==> src/sv/rie_pkg.sv <==
`timescale 1ns / 1ps
// shared types and constants of the row index bitvector encoder
// no dependencies; imported by every other file of the block
package rie_pkg;

  // stream and word geometry
  localparam int WORD_BITS  = 32;
  localparam int INDEX_BITS = 32;
  localparam int POS_BITS   = $clog2(WORD_BITS);
  localparam int CNT_BITS   = POS_BITS + 1;
  localparam int RANK_BITS  = 32;
  localparam int WNUM_BITS  = 27;

  // result queue geometry
  localparam int QDEPTH     = 4;
  localparam int QPTR_BITS  = $clog2(QDEPTH);
  localparam int QCNT_BITS  = $clog2(QDEPTH + 1);

  // one finished word
  typedef struct packed {
    logic [WORD_BITS-1:0] bit_word;
    logic [RANK_BITS-1:0] rank_before;
    logic [WNUM_BITS-1:0] word_number;
    logic                 gap_seen;
    logic                 end_of_run;
  } word_res_t;

  // results pushed by the front end in one cycle (zero, one or two)
  typedef struct packed {
    logic [1:0] num;
    word_res_t  res0;
    word_res_t  res1;
  } push_t;

  // front end status, for checking
  typedef struct packed {
    logic                have_prev;
    logic [POS_BITS-1:0] bit_pos;
  } front_stat_t;

endpackage

==> src/sv/rie_in_if.sv <==
`timescale 1ns / 1ps
// input channel of the encoder: valid/ready with one row index per transaction
// depends on rie_pkg
interface rie_in_if;
  logic                             valid;
  logic                             ready;
  logic [rie_pkg::INDEX_BITS-1:0]   row_index;
  logic                             is_final;

  modport source (output valid, output row_index, output is_final, input ready);
  modport sink   (input valid, input row_index, input is_final, output ready);
endinterface

==> src/sv/rie_out_if.sv <==
`timescale 1ns / 1ps
// result channel of the encoder: valid/ready with one finished word per transaction
// depends on rie_pkg
interface rie_out_if;
  logic                            valid;
  logic                            ready;
  logic [rie_pkg::WORD_BITS-1:0]   bit_word;
  logic [rie_pkg::RANK_BITS-1:0]   rank_before;
  logic [rie_pkg::WNUM_BITS-1:0]   word_number;
  logic                            gap_seen;
  logic                            end_of_run;

  modport source (output valid, output bit_word, output rank_before, output word_number,
                  output gap_seen, output end_of_run, input ready);
  modport sink   (input valid, input bit_word, input rank_before, input word_number,
                  input gap_seen, input end_of_run, output ready);
endinterface

==> src/sv/row_index_bitvector_encoder.sv <==
`timescale 1ns / 1ps
// top level of the row index bitvector encoder with rank directory
// depends on rie_pkg, rie_in_if, rie_out_if, rie_front, rie_queue, rie_back
//
// usage:
//   in_ch takes one nondecreasing row index per transaction, is_final marks
//   the last element of a stream. out_ch gives one transaction per finished
//   32-bit word: the packed row-change bits, the count of set bits in all
//   earlier words, the word number, a flag for index steps larger than one
//   and an end-of-run flag on the stream's final word.
//   throughput: one input transaction per cycle; the front end compares and
//   packs combinationally and the output register sends one word a cycle.
//   an element that both closes a full word and ends the stream makes two
//   words, which sit in a four-entry queue; input is held off only while
//   fewer than two queue entries are free.
//   a word is written to the queue at the edge that accepts the transaction
//   finishing it and is loaded into the output register, which raises
//   out_ch.valid, once that register is empty or being taken.
//   reset (rst_n low, synchronous) clears the stream state, empties the
//   queue and drops out_ch.valid. a stalled receiver holds the output
//   register; the queue then fills and in_ch.ready falls.
module row_index_bitvector_encoder (
  input  logic      clk,
  input  logic      rst_n,
  rie_in_if.sink    in_ch,
  rie_out_if.source out_ch
);
  import rie_pkg::*;

  push_t                push;
  front_stat_t          fstat;
  word_res_t            head;
  logic                 room, head_valid, pop, take;
  logic [QCNT_BITS-1:0] q_count;

  // input transaction handshake
  assign in_ch.ready = room;
  assign take        = in_ch.valid && room;

  rie_front u_front (
    .clk         (clk),
    .rst_n       (rst_n),
    .take_i      (take),
    .row_index_i (in_ch.row_index),
    .is_final_i  (in_ch.is_final),
    .push_o      (push),
    .stat_o      (fstat)
  );

  rie_queue u_queue (
    .clk          (clk),
    .rst_n        (rst_n),
    .push_i       (push),
    .room_o       (room),
    .head_valid_o (head_valid),
    .head_o       (head),
    .pop_i        (pop),
    .count_o      (q_count)
  );

  rie_back u_back (
    .clk          (clk),
    .rst_n        (rst_n),
    .head_valid_i (head_valid),
    .head_i       (head),
    .pop_o        (pop),
    .out_ch       (out_ch)
  );

  // queue never overfills
  a_queue_bound: assert property (@(posedge clk) disable iff (!rst_n)
    q_count <= QCNT_BITS'(QDEPTH))
    else $error("result queue overfilled");

  // the last element of a stream clears the stream state
  a_final_clears: assert property (@(posedge clk) disable iff (!rst_n)
    take && in_ch.is_final |=> !fstat.have_prev && (fstat.bit_pos == '0))
    else $error("stream state not cleared after final element");

  // a full word restarts the bit position
  a_word_wrap: assert property (@(posedge clk) disable iff (!rst_n)
    take && !in_ch.is_final && fstat.have_prev &&
    (fstat.bit_pos == POS_BITS'(WORD_BITS - 1)) |=> fstat.bit_pos == '0)
    else $error("bit position did not wrap at word end");

  // a gap flag always comes with at least one set bit
  a_gap_has_bit: assert property (@(posedge clk) disable iff (!rst_n)
    out_ch.valid && out_ch.gap_seen |-> out_ch.bit_word != '0)
    else $error("gap flag on a word without set bits");

endmodule

==> src/sv/rie_front.sv <==
`timescale 1ns / 1ps
// front end: compares each index with the previous one, packs the bits and
// builds finished words; depends on rie_pkg
module rie_front (
  input  logic                           clk,
  input  logic                           rst_n,
  input  logic                           take_i,
  input  logic [rie_pkg::INDEX_BITS-1:0] row_index_i,
  input  logic                           is_final_i,
  output rie_pkg::push_t                 push_o,
  output rie_pkg::front_stat_t           stat_o
);
  import rie_pkg::*;

  logic [INDEX_BITS-1:0] prev_r, prev_nxt;
  logic                  have_r, have_nxt;
  logic [WORD_BITS-1:0]  acc_r, acc_nxt;
  logic [POS_BITS-1:0]   pos_r, pos_nxt;
  logic [CNT_BITS-1:0]   cnt_r, cnt_nxt;
  logic [WNUM_BITS-1:0]  wnum_r, wnum_nxt;
  logic [RANK_BITS-1:0]  rank_r, rank_nxt;
  logic                  gap_r, gap_nxt;

  logic [INDEX_BITS-1:0] diff;
  logic                  bit_set, big_step, word_full;
  logic [WORD_BITS-1:0]  acc_a, acc_b;
  logic [CNT_BITS-1:0]   cnt_a, cnt_b;
  logic                  gap_a, gap_b;
  logic [POS_BITS-1:0]   pos_b;
  logic [WNUM_BITS-1:0]  wnum_b;
  logic [RANK_BITS-1:0]  rank_b;
  word_res_t             res_full, res_last;

  // compare with the previous element
  assign diff     = row_index_i - prev_r;
  assign bit_set  = have_r && (row_index_i > prev_r);
  assign big_step = bit_set && (|diff[INDEX_BITS-1:1]);

  // insert the bit into the open word
  assign acc_a     = acc_r | (WORD_BITS'(bit_set) << pos_r);
  assign cnt_a     = cnt_r + CNT_BITS'(bit_set);
  assign gap_a     = gap_r | big_step;
  assign word_full = have_r && (pos_r == POS_BITS'(WORD_BITS - 1));

  // word state after a possible full-word close
  always_comb begin
    if (word_full) begin
      acc_b  = '0;
      cnt_b  = '0;
      gap_b  = 1'b0;
      pos_b  = '0;
      wnum_b = wnum_r + 1'b1;
      rank_b = rank_r + RANK_BITS'(cnt_a);
    end else begin
      acc_b  = acc_a;
      cnt_b  = cnt_a;
      gap_b  = gap_a;
      pos_b  = have_r ? pos_r + 1'b1 : pos_r;
      wnum_b = wnum_r;
      rank_b = rank_r;
    end
  end

  // candidate results
  always_comb begin
    res_full.bit_word    = acc_a;
    res_full.rank_before = rank_r;
    res_full.word_number = wnum_r;
    res_full.gap_seen    = gap_a;
    res_full.end_of_run  = 1'b0;
    res_last.bit_word    = acc_b;
    res_last.rank_before = rank_b;
    res_last.word_number = wnum_b;
    res_last.gap_seen    = gap_b;
    res_last.end_of_run  = 1'b1;
  end

  // results toward the queue
  always_comb begin
    push_o.num  = 2'd0;
    push_o.res0 = word_full ? res_full : res_last;
    push_o.res1 = res_last;
    if (take_i) begin
      push_o.num = {1'b0, word_full} + {1'b0, is_final_i};
    end
  end

  // next stream state
  always_comb begin
    prev_nxt = prev_r;
    have_nxt = have_r;
    acc_nxt  = acc_r;
    pos_nxt  = pos_r;
    cnt_nxt  = cnt_r;
    wnum_nxt = wnum_r;
    rank_nxt = rank_r;
    gap_nxt  = gap_r;
    if (take_i) begin
      if (is_final_i) begin
        prev_nxt = '0;
        have_nxt = 1'b0;
        acc_nxt  = '0;
        pos_nxt  = '0;
        cnt_nxt  = '0;
        wnum_nxt = '0;
        rank_nxt = '0;
        gap_nxt  = 1'b0;
      end else begin
        prev_nxt = row_index_i;
        have_nxt = 1'b1;
        acc_nxt  = acc_b;
        pos_nxt  = pos_b;
        cnt_nxt  = cnt_b;
        wnum_nxt = wnum_b;
        rank_nxt = rank_b;
        gap_nxt  = gap_b;
      end
    end
  end

  always_ff @(posedge clk) begin
    if (!rst_n) begin
      prev_r <= '0;
      have_r <= 1'b0;
      acc_r  <= '0;
      pos_r  <= '0;
      cnt_r  <= '0;
      wnum_r <= '0;
      rank_r <= '0;
      gap_r  <= 1'b0;
    end else begin
      prev_r <= prev_nxt;
      have_r <= have_nxt;
      acc_r  <= acc_nxt;
      pos_r  <= pos_nxt;
      cnt_r  <= cnt_nxt;
      wnum_r <= wnum_nxt;
      rank_r <= rank_nxt;
      gap_r  <= gap_nxt;
    end
  end

  assign stat_o.have_prev = have_r;
  assign stat_o.bit_pos   = pos_r;

endmodule

==> src/sv/rie_queue.sv <==
`timescale 1ns / 1ps
// short result queue between front and back; takes up to two words a cycle
// and hands out one; depends on rie_pkg
module rie_queue (
  input  logic                          clk,
  input  logic                          rst_n,
  input  rie_pkg::push_t                push_i,
  output logic                          room_o,
  output logic                          head_valid_o,
  output rie_pkg::word_res_t            head_o,
  input  logic                          pop_i,
  output logic [rie_pkg::QCNT_BITS-1:0] count_o
);
  import rie_pkg::*;

  word_res_t             entry_r [QDEPTH];
  logic [QPTR_BITS-1:0]  head_r, head_nxt;
  logic [QPTR_BITS-1:0]  tail_r, tail_nxt;
  logic [QCNT_BITS-1:0]  cnt_r, cnt_nxt;
  logic                  do_pop;
  logic [QPTR_BITS-1:0]  tail_p1;

  assign do_pop  = pop_i && (cnt_r != '0);
  assign tail_p1 = tail_r + 1'b1;

  // pointer and fill bookkeeping
  always_comb begin
    head_nxt = do_pop ? head_r + 1'b1 : head_r;
    tail_nxt = tail_r + QPTR_BITS'(push_i.num);
    cnt_nxt  = cnt_r + QCNT_BITS'(push_i.num) - QCNT_BITS'(do_pop);
  end

  always_ff @(posedge clk) begin
    if (!rst_n) begin
      head_r <= '0;
      tail_r <= '0;
      cnt_r  <= '0;
    end else begin
      head_r <= head_nxt;
      tail_r <= tail_nxt;
      cnt_r  <= cnt_nxt;
    end
  end

  // entry writes
  always_ff @(posedge clk) begin
    if (push_i.num != 2'd0) begin
      entry_r[tail_r] <= push_i.res0;
    end
    if (push_i.num == 2'd2) begin
      entry_r[tail_p1] <= push_i.res1;
    end
  end

  assign room_o       = (cnt_r <= QCNT_BITS'(QDEPTH - 2));
  assign head_valid_o = (cnt_r != '0);
  assign head_o       = entry_r[head_r];
  assign count_o      = cnt_r;

endmodule

==> src/sv/rie_back.sv <==
`timescale 1ns / 1ps
// back end: output register that drains the queue onto the result channel
// depends on rie_pkg and rie_out_if
module rie_back (
  input  logic               clk,
  input  logic               rst_n,
  input  logic               head_valid_i,
  input  rie_pkg::word_res_t head_i,
  output logic               pop_o,
  rie_out_if.source          out_ch
);
  import rie_pkg::*;

  logic      out_valid_r, out_valid_nxt;
  word_res_t out_res_r;
  logic      load;

  // load a new word when the register is empty or being taken
  assign load          = !out_valid_r || out_ch.ready;
  assign pop_o         = load && head_valid_i;
  assign out_valid_nxt = load ? head_valid_i : out_valid_r;

  always_ff @(posedge clk) begin
    if (!rst_n) begin
      out_valid_r <= 1'b0;
    end else begin
      out_valid_r <= out_valid_nxt;
    end
  end

  always_ff @(posedge clk) begin
    if (pop_o) begin
      out_res_r <= head_i;
    end
  end

  assign out_ch.valid       = out_valid_r;
  assign out_ch.bit_word    = out_res_r.bit_word;
  assign out_ch.rank_before = out_res_r.rank_before;
  assign out_ch.word_number = out_res_r.word_number;
  assign out_ch.gap_seen    = out_res_r.gap_seen;
  assign out_ch.end_of_run  = out_res_r.end_of_run;

endmodule
==> src/flat_wrapper.sv <==
// flat-port wrapper written by rule: the top's interface ports become plain ports
module row_index_bitvector_encoder_flat import rie_pkg::*;
  (clk, rst_n, in_ch_valid, in_ch_row_index, in_ch_is_final, in_ch_ready, out_ch_valid, out_ch_bit_word, out_ch_rank_before, out_ch_word_number, out_ch_gap_seen, out_ch_end_of_run, out_ch_ready);
  rie_in_if in_ch_i ();
  rie_out_if out_ch_i ();
  input  logic clk;
  input  logic rst_n;
  input wire logic [$bits(in_ch_i.valid)-1:0] in_ch_valid;
  input wire logic [$bits(in_ch_i.row_index)-1:0] in_ch_row_index;
  input wire logic [$bits(in_ch_i.is_final)-1:0] in_ch_is_final;
  output wire logic [$bits(in_ch_i.ready)-1:0] in_ch_ready;
  output wire logic [$bits(out_ch_i.valid)-1:0] out_ch_valid;
  output wire logic [$bits(out_ch_i.bit_word)-1:0] out_ch_bit_word;
  output wire logic [$bits(out_ch_i.rank_before)-1:0] out_ch_rank_before;
  output wire logic [$bits(out_ch_i.word_number)-1:0] out_ch_word_number;
  output wire logic [$bits(out_ch_i.gap_seen)-1:0] out_ch_gap_seen;
  output wire logic [$bits(out_ch_i.end_of_run)-1:0] out_ch_end_of_run;
  input wire logic [$bits(out_ch_i.ready)-1:0] out_ch_ready;
  assign in_ch_i.valid = in_ch_valid;
  assign in_ch_i.row_index = in_ch_row_index;
  assign in_ch_i.is_final = in_ch_is_final;
  assign in_ch_ready = in_ch_i.ready;
  assign out_ch_valid = out_ch_i.valid;
  assign out_ch_bit_word = out_ch_i.bit_word;
  assign out_ch_rank_before = out_ch_i.rank_before;
  assign out_ch_word_number = out_ch_i.word_number;
  assign out_ch_gap_seen = out_ch_i.gap_seen;
  assign out_ch_end_of_run = out_ch_i.end_of_run;
  assign out_ch_i.ready = out_ch_ready;
  row_index_bitvector_encoder u_core (.clk(clk), .rst_n(rst_n), .in_ch(in_ch_i), .out_ch(out_ch_i));
endmodule
==> config.mk <==
export PLATFORM = sky130hd
export DESIGN_NAME = row_index_bitvector_encoder_flat
export DESIGN_NICKNAME = d
export VERILOG_FILES = /design/src/sv/rie_pkg.sv /design/src/sv/rie_in_if.sv /design/src/sv/rie_out_if.sv /design/src/sv/row_index_bitvector_encoder.sv /design/src/sv/rie_front.sv /design/src/sv/rie_queue.sv /design/src/sv/rie_back.sv /design/src/flat_wrapper.sv
export SDC_FILE = /design/constraint.sdc
export NUM_CORES = 1
export LEC_CHECK = 0
export ABC_AREA = 1
export BUFFER_PORTS_ARGS = -buffer_cell sky130_fd_sc_hd__buf_2
export CORE_MARGIN = 2
export CORE_UTILIZATION = 59
export DETAILED_ROUTE_END_ITERATION = 12
export GPL_TIMING_DRIVEN = 0
export PLACE_DENSITY = 0.77
export SLEW_MARGIN = 10
export SYNTH_ARGS = -nofsm -noshare
export SYNTH_HDL_FRONTEND = slang
export SYNTH_SLANG_ARGS = --single-unit
==> constraint.sdc <==
create_clock -name clk -period 7.45 [get_ports clk]
set_input_delay 0 -clock clk [delete_from_list [all_inputs] [get_ports clk]]
set_output_delay 0 -clock clk [all_outputs]
set_load 0.05 [all_outputs]
==> results.md <==
* Synth async-reset ratio at 0
* Remaining global-route overflow at 0
* Die boundary height at 227 um
* Synthesized area per cell at 9.06 um2
* Wire length of the first global-routing pass at 135000 um
* CTS tree: done
* Worst setup margin at 1.44 ns
* Worst-Margin Slew at 1.21 ns
* Status: finished clean
* Total number of vias at 25300
* H-tree levels at 2
* Clk sink count at 609
* Router iterations before antenna repair at 6
* Post-synth cell types at 47
* Number of standard-cell rows in the floorplan at 81
* Max-Cap Viols at 0
* Total power at 11.1 mW
* Sum of net half-perimeters after detailed placement at 60600 um
* Via count of the first global-routing pass at 24300
* Static leakage power at 11.7 nW
* Maximum count of clock buffers along a single path at 3
* Die width at 227 um
* CP Capture Type: flip-flop
* Gate count of the mapped netlist at 3234
* Gr usage total at 0.346
* Inserted Clock Buffers at 60
* Worst-case vdd ir drop at 0.260 mV
* Max-Slew Margin vs Limit at 0.194
* Fillers at 3759
* Hold Path Origin: in_ch_row_index[23]
* Setup repair after global routing missed its margin: false
* Largest net degree at the start of global routing at 53
* Routability congestion estimate at 0.958
* Netlist area before placement at 29300 um2
* Number of storage elements in the synthesis netlist at 609
* Final hold viol count at 0
* Kind of critical path: reg2reg
* Core region area at 49000 um2
* ANT nets after route at 0
* Final Routed Wirelength at 90000 um
* IO Pins at 132
* Tcrit/Tclk final at 0.807
* Number of enable flip-flop cells after synthesis at 461
* Power density of the placed cells at 331 nW/um2
* Clk slew on worst S/H paths at 0.06 ns
* Data arrival, critical path at 6.49 ns
* Maximum fanout along the worst path at 44
* Clock tree root driver cell: sky130_fd_sc_hd__clkbuf_16
* Maximum clock skew at final layout at 0.0389 ns
* Min cycle time layout at 6.01 ns
* Chain of cells forming the critical path: clkbuf_1 > inv_1 > clkbuf_1 > nor3_1 > ha_1 > nand2_4 > inv_1 > clkbuf_1 > ha_1 > inv_1 > nor2_2 > inv_2 > nor2_2 > nand2_1 > nand2_4 > buf_12 > buf_16 > o21ai_1 > buf_2 > a21oi_1
* Insertion delay to the later sink of the worst-skew pair at 0.65 ns
* Worst stage delay on the critical path at 0.65 ns
* Number of pins exceeding their max-slew limit in the final report at 0
* Final count of negative-setup-slack endpoints at 0
* Violation count after the first detailed-routing iteration at 3109
* Synth-to-Final Area Change at 14.3%
* Starting density of the core at 0.599
* Data required time of the critical path at 7.93 ns
* Critical path startpoint category: flip-flop
* Portion of the post-synthesis area used by sequential elements at 0.573
* Timing startpoint of the critical path: u_core.u_front.pos_r[3]
* Post-CTS setup buffer count at 0
* Synth Net Count at 3324
* Number of warnings reported in the yosys synthesis log at 0
* Worst-case setup slack after placement at 1.74 ns
* Drt drc at 0
* Source of the worst register-to-register timing path: u_core.u_front.pos_r[3]
* Wire length per cell after detailed routing at 21.5 um
* Classification of the worst-slack hold path: in2reg
* Antenna violations before repair at 1
* I/O Buffers at 131
* Dominant synthesized flop cell: sky130_fd_sc_hd__edfxtp_1
* Avg Vias per Cell at 6.05
* Final layout net count at 3561
* Share of cells above drive strength 1 at 0.0945
* Worst-path cell with the longest stage delay: sky130_fd_sc_hd__clkbuf_1
* Die ar. at 51500 um2
* Achievable frequency at 166 MHz
==> Yosys cell counts (all sizes together) (2+ instances only) <==
cell type,instances,share of area
o22a,3,0.00090
a2bb2oi,5,0.0015
o21bai,2,0.00051
or2,6,0.0013
o21a,3,0.00077
nand3b,6,0.0015
nand4,22,0.0047
edfxtp,461,0.47
nand2,603,0.078
o21ai,283,0.049
ha,50,0.021
clkinv,6,0.00077
o22ai,296,0.063
nor3,28,0.0059
dfxtp,148,0.10
and2,6,0.0013
clkbuf,144,0.018
buf,20,0.0032
nor4,10,0.0023
nor2,450,0.061
xnor2,6,0.0018
a21oi,166,0.029
and3,2,0.00043
inv,356,0.046
fa,3,0.0020
xor2,40,0.013
nand3,103,0.018
==> layout make-up <==
cell class | count | area [um2] | share of cell area
clock buffer | 68 | 1580 | 0.0472
buffer | 164 | 634 | 0.0189
timing repair buffer | 175 | 1210 | 0.0360
multi-input combinational | 2099 | 10500 | 0.315
inverter | 362 | 1360 | 0.0406
antenna | 1 | 2.50 | 0.0000747
clock inverter | 46 | 532 | 0.0159
tap | 664 | 831 | 0.0248
sequential | 609 | 16800 | 0.502
==> worst max-delay path, delay by kind of cell, from the launching register on <==
family / cells / cell delay (ns)
adders and majority gates: 2 / 0.52
buffers and inverters: 10 / 2.74
and+or+nand+nor: 6 / 1.72
DFF: 1 / 0.31
AOI/OAI and AO/OA: 2 / 0.51
==> registers in the layout (all words and copies together), names as in the netlist <==
name	count
u_core.u_queue.entry_r	372
u_core.u_back.out_ch.bit_word	32
u_core.u_back.out_ch.rank_before	32
u_core.u_front.acc_r	32
u_core.u_front.prev_r	32
u_core.u_front.rank_r	32
u_core.u_back.out_ch.word_number	27
u_core.u_front.wnum_r	27
u_core.u_front.cnt_r	6
u_core.u_front.pos_r	5
u_core.u_queue.count_o	3
u_core.u_queue.head_r	2
u_core.u_queue.tail_r	2
u_core.u_back.out_ch.end_of_run	1
u_core.u_back.out_ch.gap_seen	1
u_core.u_back.out_ch.valid	1
u_core.u_front.gap_r	1
u_core.u_front.have_r	1
==> metal layers <==
metal | share of wire | track usage | up-vias
li1 | - | - | 11600
met1 | 0.38 | 0.443 | 11900
met2 | 0.48 | 0.576 | 1587
met3 | 0.10 | 0.0612 | 261
met4 | 0.043 | 0.154 | 0
met5 | 0 | 0 | -
==> stage by stage <==
step | hold WS (ns) | cells | setup TNS (ns) | area [um2] | utilization
finish | 0.171 | 4188 | 0 | 33500 | 0.684
global route | 0.184 | 4187 | 0 | 33500 | 0.684
CTS | 0.153 | 4187 | 0 | 33500 | 0.684
detailed placement | 0.271 | 4037 | 0 | 31000 | 0.634
global placement | 0.267 | 4029 | -432.09 | 30800 | 0.629
floorplan | 0.0935 | 3234 | 0 | 29300 | -
==> cell usage in the layout, fill, tap and decap left out, types with 4 or more instances in the layout <==
| cell | synthesis | final |
|---|---|---|
| sky130_fd_sc_hd__clkinv_2 | 0 | 17 |
| sky130_fd_sc_hd__buf_1 | 5 | 5 |
| sky130_fd_sc_hd__clkinv_1 | 6 | 13 |
| sky130_fd_sc_hd__nor2_2 | 13 | 13 |
| sky130_fd_sc_hd__buf_16 | 0 | 4 |
| sky130_fd_sc_hd__nand4_1 | 22 | 22 |
| sky130_fd_sc_hd__nand3_1 | 100 | 100 |
| sky130_fd_sc_hd__nor4_1 | 9 | 9 |
| sky130_fd_sc_hd__nand2_1 | 596 | 592 |
| sky130_fd_sc_hd__a2bb2oi_1 | 5 | 5 |
| sky130_fd_sc_hd__dfxtp_1 | 148 | 148 |
| sky130_fd_sc_hd__inv_1 | 337 | 337 |
| sky130_fd_sc_hd__buf_12 | 0 | 4 |
| sky130_fd_sc_hd__xor2_1 | 37 | 37 |
| sky130_fd_sc_hd__buf_2 | 15 | 146 |
| sky130_fd_sc_hd__o21ai_0 | 276 | 276 |
| sky130_fd_sc_hd__o21ai_1 | 4 | 4 |
| sky130_fd_sc_hd__dlygate4sd3_1 | 0 | 36 |
| sky130_fd_sc_hd__inv_2 | 19 | 19 |
| sky130_fd_sc_hd__nor3_1 | 24 | 24 |
| sky130_fd_sc_hd__clkbuf_1 | 144 | 148 |
| sky130_fd_sc_hd__a21oi_1 | 163 | 163 |
| sky130_fd_sc_hd__clkbuf_16 | 0 | 61 |
| sky130_fd_sc_hd__bufinv_16 | 0 | 10 |
| sky130_fd_sc_hd__nand2_2 | 5 | 5 |
| sky130_fd_sc_hd__edfxtp_1 | 461 | 461 |
| sky130_fd_sc_hd__o22ai_1 | 296 | 296 |
| sky130_fd_sc_hd__xnor2_1 | 6 | 6 |
| sky130_fd_sc_hd__nor2_1 | 428 | 427 |
| sky130_fd_sc_hd__or2_2 | 6 | 6 |
| sky130_fd_sc_hd__nand2_4 | 2 | 6 |
| sky130_fd_sc_hd__clkinvlp_4 | 0 | 5 |
| sky130_fd_sc_hd__ha_1 | 50 | 50 |
| sky130_fd_sc_hd__and2_1 | 6 | 6 |
| sky130_fd_sc_hd__nand3b_1 | 6 | 6 |
| sky130_fd_sc_hd__nor2_4 | 9 | 10 |
==> worst paths after layout <==
kind | slack (ns) | endpoint | cells after the start
max | 1.44 | u_core.u_queue.entry_r[3][74] | 20
min | 0.17 | u_core.u_front.prev_r[23] | 4
max reg2reg | 1.44 | u_core.u_queue.entry_r[3][74] | 20
min reg2reg | 0.46 | u_core.u_front.prev_r[14] | 2
==> where the power goes <==
group	total, mW	switching [mW]	internal [mW]
logic	3.55	2.78	0.770
registers	4.29	0.103	4.19
clock network	3.25	1.37	1.88
total	11.1	4.25	6.84
==> what timing repair did <==
action	in CTS	in global routing
hold endpoints to repair	51	0
resized for setup	0	0
hold buffers	36	0
==> kinds of logic (layout without fill, tap and decap cells) <==
family	count (synthesis)	in the layout	share of synthesized area
simple gates	1237	1237	0.175
xor+xnor	46	46	0.0145
flops	609	609	0.573
other cells	0	1	0
fa+ha+maj	53	53	0.0234
compound gates	763	763	0.146
buf+inv	526	815	0.0680
Note: power is estimated with default switching activity, not from simulation.
